--- src/hdl/spq_pkg.sv ---
// Package: types and constants of the sorted priority queue.
`default_nettype none
package spq_pkg;
    localparam int CAPACITY = 64;
    localparam int IDX_W = $clog2(CAPACITY);
    localparam int CNT_W = $clog2(CAPACITY + 1);
    localparam int OCC_W = 7;

    localparam logic FUNC_INSERT = 1'b0;
    localparam logic FUNC_DELETE = 1'b1;

    typedef enum logic [1:0] {
        ST_INSERTED = 2'd0,
        ST_DELETED  = 2'd1,
        ST_EMPTY    = 2'd2,
        ST_FULL     = 2'd3
    } status_t;

    typedef struct packed {
        logic               func;
        logic signed [31:0] value;
    } in_word_t;

    typedef struct packed {
        logic signed [31:0] removed_value;
        logic [1:0]         status;
        logic [OCC_W-1:0]   occupancy;
    } out_word_t;
endpackage
`default_nettype wire

--- src/hdl/spq_ram.sv ---
// Generic single-port-write, single-port-read RAM with registered read.
`default_nettype none
module spq_ram #(
    parameter int DEPTH = 64,
    parameter int WIDTH = 32,
    parameter int AW = $clog2(DEPTH)
) (
    input  wire logic             clk,
    input  wire logic             we,
    input  wire logic [AW-1:0]    waddr,
    input  wire logic [WIDTH-1:0] wdata,
    input  wire logic [AW-1:0]    raddr,
    output logic      [WIDTH-1:0] rdata
);
    logic [WIDTH-1:0] mem [DEPTH];

    always_ff @(posedge clk)
    begin
        if (we)
        begin
            mem[waddr] <= wdata;
        end
        rdata <= mem[raddr];
    end
endmodule
`default_nettype wire

--- src/hdl/sorted_priority_queue.sv ---
// Sorted max-priority queue: 64 signed 32-bit values held in one RAM.
//
// Channels: in (valid/stall) carries an in_word_t (func, value); out
// (valid/stall) carries an out_word_t (removed_value, status, occupancy).
// One result word per input word, in order.
// The list lives in a RAM with one write and one registered read port.
// Insert of value v into n stored values walks from the tail: each cycle
// reads entry i-1, and if it is not greater than v moves it to entry i,
// else writes v at entry i.
// Delete reads the head, then shifts every entry down by one, reading
// entry i+1 and writing entry i.
// Empty delete and full insert go straight to the result stage.
// One item is worked on at a time; in stays stalled until the result is
// loaded into the output register, so a new word is only taken once the
// result of the last one has been loaded.
// Reset empties the queue (count to zero) at once; RAM contents are left.
// While out stalls, the result waits in the output register; the next
// word is still taken and worked on, and its result then waits for the
// register to free, stalling in meanwhile.
`default_nettype none
module sorted_priority_queue
    import spq_pkg::*;
(
    input  wire logic      clk,
    input  wire logic      rst_n,
    input  wire logic      in_valid,
    output logic           in_stall,
    input  wire in_word_t  in_data,
    output logic           out_valid,
    input  wire logic      out_stall,
    output out_word_t      out_data
);
    typedef enum logic [4:0] {
        S_IDLE  = 5'b00001,
        S_INS   = 5'b00010,
        S_DHEAD = 5'b00100,
        S_DSHFT = 5'b01000,
        S_OUT   = 5'b10000
    } state_t;

    state_t              state_reg, state_next;
    logic [CNT_W-1:0]    count_reg, count_next;
    logic [CNT_W-1:0]    idx_reg, idx_next;
    logic signed [31:0]  val_reg, val_next;
    status_t             st_reg, st_next;
    out_word_t           res_reg, res_next;
    logic                ovalid_reg, ovalid_next;

    logic                we;
    logic [IDX_W-1:0]    waddr, raddr;
    logic [31:0]         wdata, rdata;
    logic [CNT_W-1:0]    ridx;

    spq_ram #(.DEPTH(CAPACITY), .WIDTH(32)) u_ram (
        .clk(clk), .we(we), .waddr(waddr), .wdata(wdata),
        .raddr(raddr), .rdata(rdata)
    );

    assign raddr     = ridx[IDX_W-1:0];
    assign in_stall  = (state_reg != S_IDLE);
    assign out_valid = ovalid_reg;
    assign out_data  = res_reg;

    // Sequencer: walk the list one RAM access per cycle
    always_comb
    begin
        state_next  = state_reg;
        count_next  = count_reg;
        idx_next    = idx_reg;
        val_next    = val_reg;
        st_next     = st_reg;
        res_next    = res_reg;
        ovalid_next = ovalid_reg && out_stall;
        we          = 1'b0;
        waddr       = idx_reg[IDX_W-1:0];
        wdata       = val_reg;
        ridx        = idx_reg;
        unique case (state_reg)
            S_IDLE:
            begin
                ridx = count_reg - CNT_W'(1);
                if (in_valid)
                begin
                    val_next = in_data.value;
                    if (in_data.func == FUNC_INSERT)
                    begin
                        if (count_reg >= CNT_W'(CAPACITY))
                        begin
                            st_next = ST_FULL;
                            state_next = S_OUT;
                        end
                        else
                        begin
                            idx_next = count_reg;
                            state_next = S_INS;
                        end
                    end
                    else
                    begin
                        if (count_reg == '0)
                        begin
                            st_next = ST_EMPTY;
                            state_next = S_OUT;
                        end
                        else
                        begin
                            idx_next = '0;
                            ridx = '0;
                            state_next = S_DHEAD;
                        end
                    end
                end
            end
            S_INS:
            begin
                // rdata holds entry idx-1 when idx > 0
                we = 1'b1;
                if (idx_reg != '0 && !($signed(rdata) > val_reg))
                begin
                    wdata    = rdata;
                    idx_next = idx_reg - CNT_W'(1);
                    ridx     = idx_reg - CNT_W'(2);
                end
                else
                begin
                    count_next = count_reg + CNT_W'(1);
                    st_next = ST_INSERTED;
                    state_next = S_OUT;
                end
            end
            S_DHEAD:
            begin
                // head value kept in val_reg until the result goes out
                val_next = rdata;
                ridx = CNT_W'(1);
                state_next = S_DSHFT;
            end
            S_DSHFT:
            begin
                // rdata holds entry idx+1
                if (idx_reg + CNT_W'(1) < count_reg)
                begin
                    we       = 1'b1;
                    wdata    = rdata;
                    idx_next = idx_reg + CNT_W'(1);
                    ridx     = idx_reg + CNT_W'(2);
                end
                else
                begin
                    count_next = count_reg - CNT_W'(1);
                    st_next = ST_DELETED;
                    state_next = S_OUT;
                end
            end
            S_OUT:
            begin
                // load the result once the output register is free
                if (!ovalid_reg || !out_stall)
                begin
                    res_next.removed_value = (st_reg == ST_DELETED) ? val_reg : '0;
                    res_next.status = st_reg;
                    res_next.occupancy = OCC_W'(count_reg);
                    ovalid_next = 1'b1;
                    state_next = S_IDLE;
                end
            end
            default:
            begin
                state_next = S_IDLE;
            end
        endcase
    end

    // Control registers
    always_ff @(posedge clk or negedge rst_n)
    begin
        if (!rst_n)
        begin
            state_reg  <= S_IDLE;
            count_reg  <= '0;
            ovalid_reg <= 1'b0;
        end
        else
        begin
            state_reg  <= state_next;
            count_reg  <= count_next;
            ovalid_reg <= ovalid_next;
        end
    end

    // Payload registers
    always_ff @(posedge clk)
    begin
        idx_reg <= idx_next;
        val_reg <= val_next;
        st_reg  <= st_next;
        res_reg <= res_next;
    end
endmodule
`default_nettype wire

--- config.mk ---
export PLATFORM = sky130hd
export DESIGN_NAME = sorted_priority_queue
export DESIGN_NICKNAME = d
export VERILOG_FILES = /design/src/hdl/spq_pkg.sv /design/src/hdl/spq_ram.sv /design/src/hdl/sorted_priority_queue.sv
export SDC_FILE = /design/constraint.sdc
export NUM_CORES = 2
export LEC_CHECK = 0
export ABC_AREA = 1
export BUFFER_PORTS_ARGS = -buffer_cell sky130_fd_sc_hd__buf_2
export CELL_PAD_IN_SITES_DETAIL_PLACEMENT = 2
export CELL_PAD_IN_SITES_GLOBAL_PLACEMENT = 2
export CORE_MARGIN = 2
export CORE_UTILIZATION = 40
export DETAILED_ROUTE_END_ITERATION = 7
export GPL_TIMING_DRIVEN = 0
export MAX_ROUTING_LAYER = met4
export PLACE_DENSITY_LB_ADDON = 0.12
export SLEW_MARGIN = 10
export SYNTH_ARGS = -nofsm -noshare
export SYNTH_HDL_FRONTEND = slang
export SYNTH_SLANG_ARGS = --single-unit
--- constraint.sdc ---
create_clock -name clk -period 5.9 [get_ports clk]
set_input_delay 0.295 -clock clk [delete_from_list [all_inputs] [get_ports clk]]
set_output_delay 0.295 -clock clk [all_outputs]
set_load 0.02 [all_outputs]
==> results.sh <==
export IMPL_worstMarginPinSlew_ns=1.39
export IMPL_synth_seq_cells=2175
export IMPL_drive_above_1_share_pct=16.5
export IMPL_period_needed_ns=5.82
export IMPL_clk_path_buf_depth=3
export IMPL_rr_startpoint="state_reg[0]$_DFFE_PN1P_"
export IMPL_totalWireLength_mm=371
export IMPL_area_growth_pct=18.1
export IMPL_grt_max_degree=35
export IMPL_syn_inst=8072
export IMPL_fill_cells=23400
export IMPL_htreeDepth=4
export IMPL_arrival_ns=6.59
export IMPL_port_buffer_count=79
export IMPL_path_buf_inv=5
export IMPL_relSlewSlack_pct=6.84
export IMPL_cts_clk_slew_worst_paths_ns=0.07
export IMPL_largest_register_ffs=2048
export IMPL_dp_hpwl_mm=270
export IMPL_vias=66400
export IMPL_start_kind="flop"
export IMPL_dp_slack_ns=-1.65
export IMPL_cpMaxStageDelayCell="buf_2"
export IMPL_overflow=0
export IMPL_core_mm2=0.237
export IMPL_worst_path_stages=18
export IMPL_cts_buffers=236
export IMPL_cts_root_buf="clkbuf_16"
export IMPL_fin_nets=8674
export IMPL_start_util_pct=40.1
export IMPL_wire_per_inst_um=31.0
export IMPL_clock_skew_ns=0.0360
export IMPL_top_register="u_ram.mem"
export IMPL_cp_end_kind="flop"
export IMPL_ant_nets=0
export IMPL_endpoint="u_ram.rdata[9]$_DFF_P_"
export IMPL_multi_input_area_mm2=0.0245
export IMPL_ff_latch_area_mm2=0.0649
export IMPL_cap_violations=0
export IMPL_rsz0062_at_grt="false"
export IMPL_fmax_mhz=172
export IMPL_synth_top_area_share_pct=67.2
export IMPL_avgSynthCellArea_um2=11.8
export IMPL_ys_warn_count=0
export IMPL_finalSetupTns_ns=0
export IMPL_syn_area_mm2=0.0952
export IMPL_finalCritPeriodShare_pct=98.7
export IMPL_synth_distinct_cells=45
export IMPL_grt_pass1_vias=72000
export IMPL_final_hold_violation_count=0
export IMPL_slowest_delay_ns=0.60
export IMPL_startpoint="state_reg[0]$_DFFE_PN1P_"
export IMPL_critPathKind="reg -> reg"
export IMPL_yosysSeqAreaShare_pct=68.2
export IMPL_dr_pass1_iters=8
export IMPL_grt_pass1_wl_mm=525
export IMPL_worstHoldPathType="in -> reg"
export IMPL_place_gp_congestion=0.923
export IMPL_dpl_cell_area_mm2=0.104
export IMPL_r2r_slack_ns=0.08
export IMPL_final_cell_area_mm2=0.112
export IMPL_dieArea_mm2=0.242
export IMPL_critical_path_top_delay_family="simple AND/OR/NAND/NOR gates"
export IMPL_chipWidth_um=492
export IMPL_clock_sinks=2175
export IMPL_synth_net_count=8156
export IMPL_rr_endpoint="u_ram.rdata[9]$_DFF_P_"
export IMPL_io_pins=80
export IMPL_finalSetupViolCount=0
export IMPL_hp_start="out_stall"
export IMPL_cp_common_cell="nand2_1"
export IMPL_drt_iter0_drc=5960
export IMPL_cp_cell_sequence="nand4_2 > nor2_1 > inv_1 > nand2_1 > nand3_2 > o211ai_2 > buf_6 > buf_2 > clkbuf_4 > buf_2 > nand2_1 > nand3_1 > nand3_1 > nand3_1 > nand3_1 > nand2_1 > nand2_1 > nand2_1"
export IMPL_drt_vias_per_instance=5.54
export IMPL_insertion_delay_ns=0.88
export IMPL_cts_tree="built"
export IMPL_track_usage_pct=31.2
export IMPL_crit_required_ns=6.67
export IMPL_synth_area_leaders="edfxtp_1 (67%), nand3_1 (6.2%), nand2_1 (5.5%), mux2_2 (5.2%), inv_1 (4.6%)"
export IMPL_reg2reg_depth=18
export IMPL_antenna_found_initial=35
export IMPL_finalMaxSlewViolations=0
export IMPL_drc=0
export IMPL_fin_ws_ns=0.0788
export IMPL_die_y_um=492
export IMPL_status="finished clean"
export IMPL_fin_util_pct=47.4
export IMPL_critical_path_peak_fanout=15
export IMPL_rows=179
export IMPL_synth_largest_area_cell="edfxtp_1"
==> what timing repair did <==
item	CTS	global route
hold buffers	38	0
gates cloned	0	0
gates resized for setup	40	50
hold endpoints to repair	61	0
pin swaps	1	0
setup endpoints to repair	2880	29
setup buffers	1	2
==> kinds of logic (layout without fill, tap and decap cells) <==
family                     count (synthesis)  after routing  synth area share, %
xor gates and xnor gates                  14             14                0.129
and+or+nand+nor                         3018           3018                 14.7
buffers and inverters                   1692           2418                 7.01
adders and majority gates                 47             47                0.618
other                                      0             17                    0
DFF                                     2175           2175                 68.2
muxes                                    506            506                 5.90
AOI/OAI and AO/OA                        620            620                 3.45
==> cells in the final DEF, fill, tap and decap left out, types with 21 or more instances in the layout <==
cell type      netlist  layout
edfxtp_1          2130    2130
nand2_1           1386    1377
nand3_1           1176    1173
inv_1             1172    1172
mux2_2             442     442
o21ai_1            420     420
nand3b_1           294     294
buf_2              208     270
clkbuf_16            0     239
clkbuf_1           222     229
buf_12               0     114
o21ai_0            126      93
nor2_1             137      73
nor2_4               1      65
clkinv_1             3      64
mux2i_1             64      64
clkinv_2             0      48
ha_1                47      47
buf_16               0      43
inv_2               39      39
dlygate4sd3_1        0      38
o21ai_4              0      32
o2111ai_1           32      32
bufinv_16            0      32
dfxtp_1             32      32
clkbuf_2             0      30
buf_1               31      30
buf_4               16      27
a21oi_1             22      21
==> worst register-to-register path, stage by stage, from the launching register on <==
cell      delay [ns]
dfstp_2         0.59
nand4_2         0.25
nor2_1          0.48
inv_1           0.17
nand2_1         0.19
nand3_2         0.24
o211ai_2        0.38
buf_6           0.31
buf_2           0.62
clkbuf_4        0.54
buf_2           0.36
nand2_1         0.08
nand3_1         0.13
nand3_1         0.19
nand3_1         0.24
nand3_1         0.11
nand2_1         0.26
nand2_1         0.28
nand2_1         0.29
==> worst min-delay path by stage <==
stage                          endpoint  cells after the start
6_report            out_valid$_DFF_PN0_                      4
5_1_grt           val_reg[19]$_DFFE_PP_                      4
4_1_cts             out_valid$_DFF_PN0_                      4
3_5_place_dp   count_reg[2]$_DFFE_PN0P_                      1
3_3_place_gp   count_reg[2]$_DFFE_PN0P_                      1
2_1_floorplan  count_reg[0]$_DFFE_PN0P_                      0
==> synth_stat cells, drive strengths merged <==
master and instances:
xor2 12, nor3b 1, nand2 1387, clkbuf 222
inv 1211, buf 256, dfrtp 12, dfstp 1
o22ai 1, mux2 442, clkinv 3, nand4 9
dfxtp 32, a221o 1, edfxtp 2130, a211oi 1
nand3b 294, o211ai 6, mux2i 64, ha 47
xnor2 2, o21ai 546, a21o 3, o2111ai 32
nor2 141, nor4 3, o221ai 4, a31oi 2
a21oi 22, nor3 6, nand3 1177, o21a 2
==> metal layers <==
metal | vias to the layer above | share of wire, % | track usage [%]
met5 | - | 0 | -
met4 | 0 | 4.3 | 11.9
met3 | 622 | 5.6 | 4.74
met2 | 2009 | 48 | 50.4
met1 | 34900 | 42 | 39.6
li1 | 28900 | - | -
==> per-stage QoR <==
stage | cells | hold WS (ns)
floorplan | 8072 | -0.000591
global placement | 11300 | 0.207
detailed placement | 11500 | 0.212
CTS | 12000 | 0.179
global route | 12000 | 0.235
finish | 12000 | 0.238
==> cell type report <==
class,count,share of cell area (%)
clock buffers,285,5.52
well taps,3167,3.52
diodes,17,0.0378
clock inverters,161,1.48
flip-flops and latches,2175,57.8
multi-input cells,4205,21.8
repair buffers,280,3.81
plain buffers,478,2.00
inverters,1214,4.05
Power is left out: the tool's default activity adds up to more than one toggle a clock period on the data nets, which glitch-free logic cannot reach.
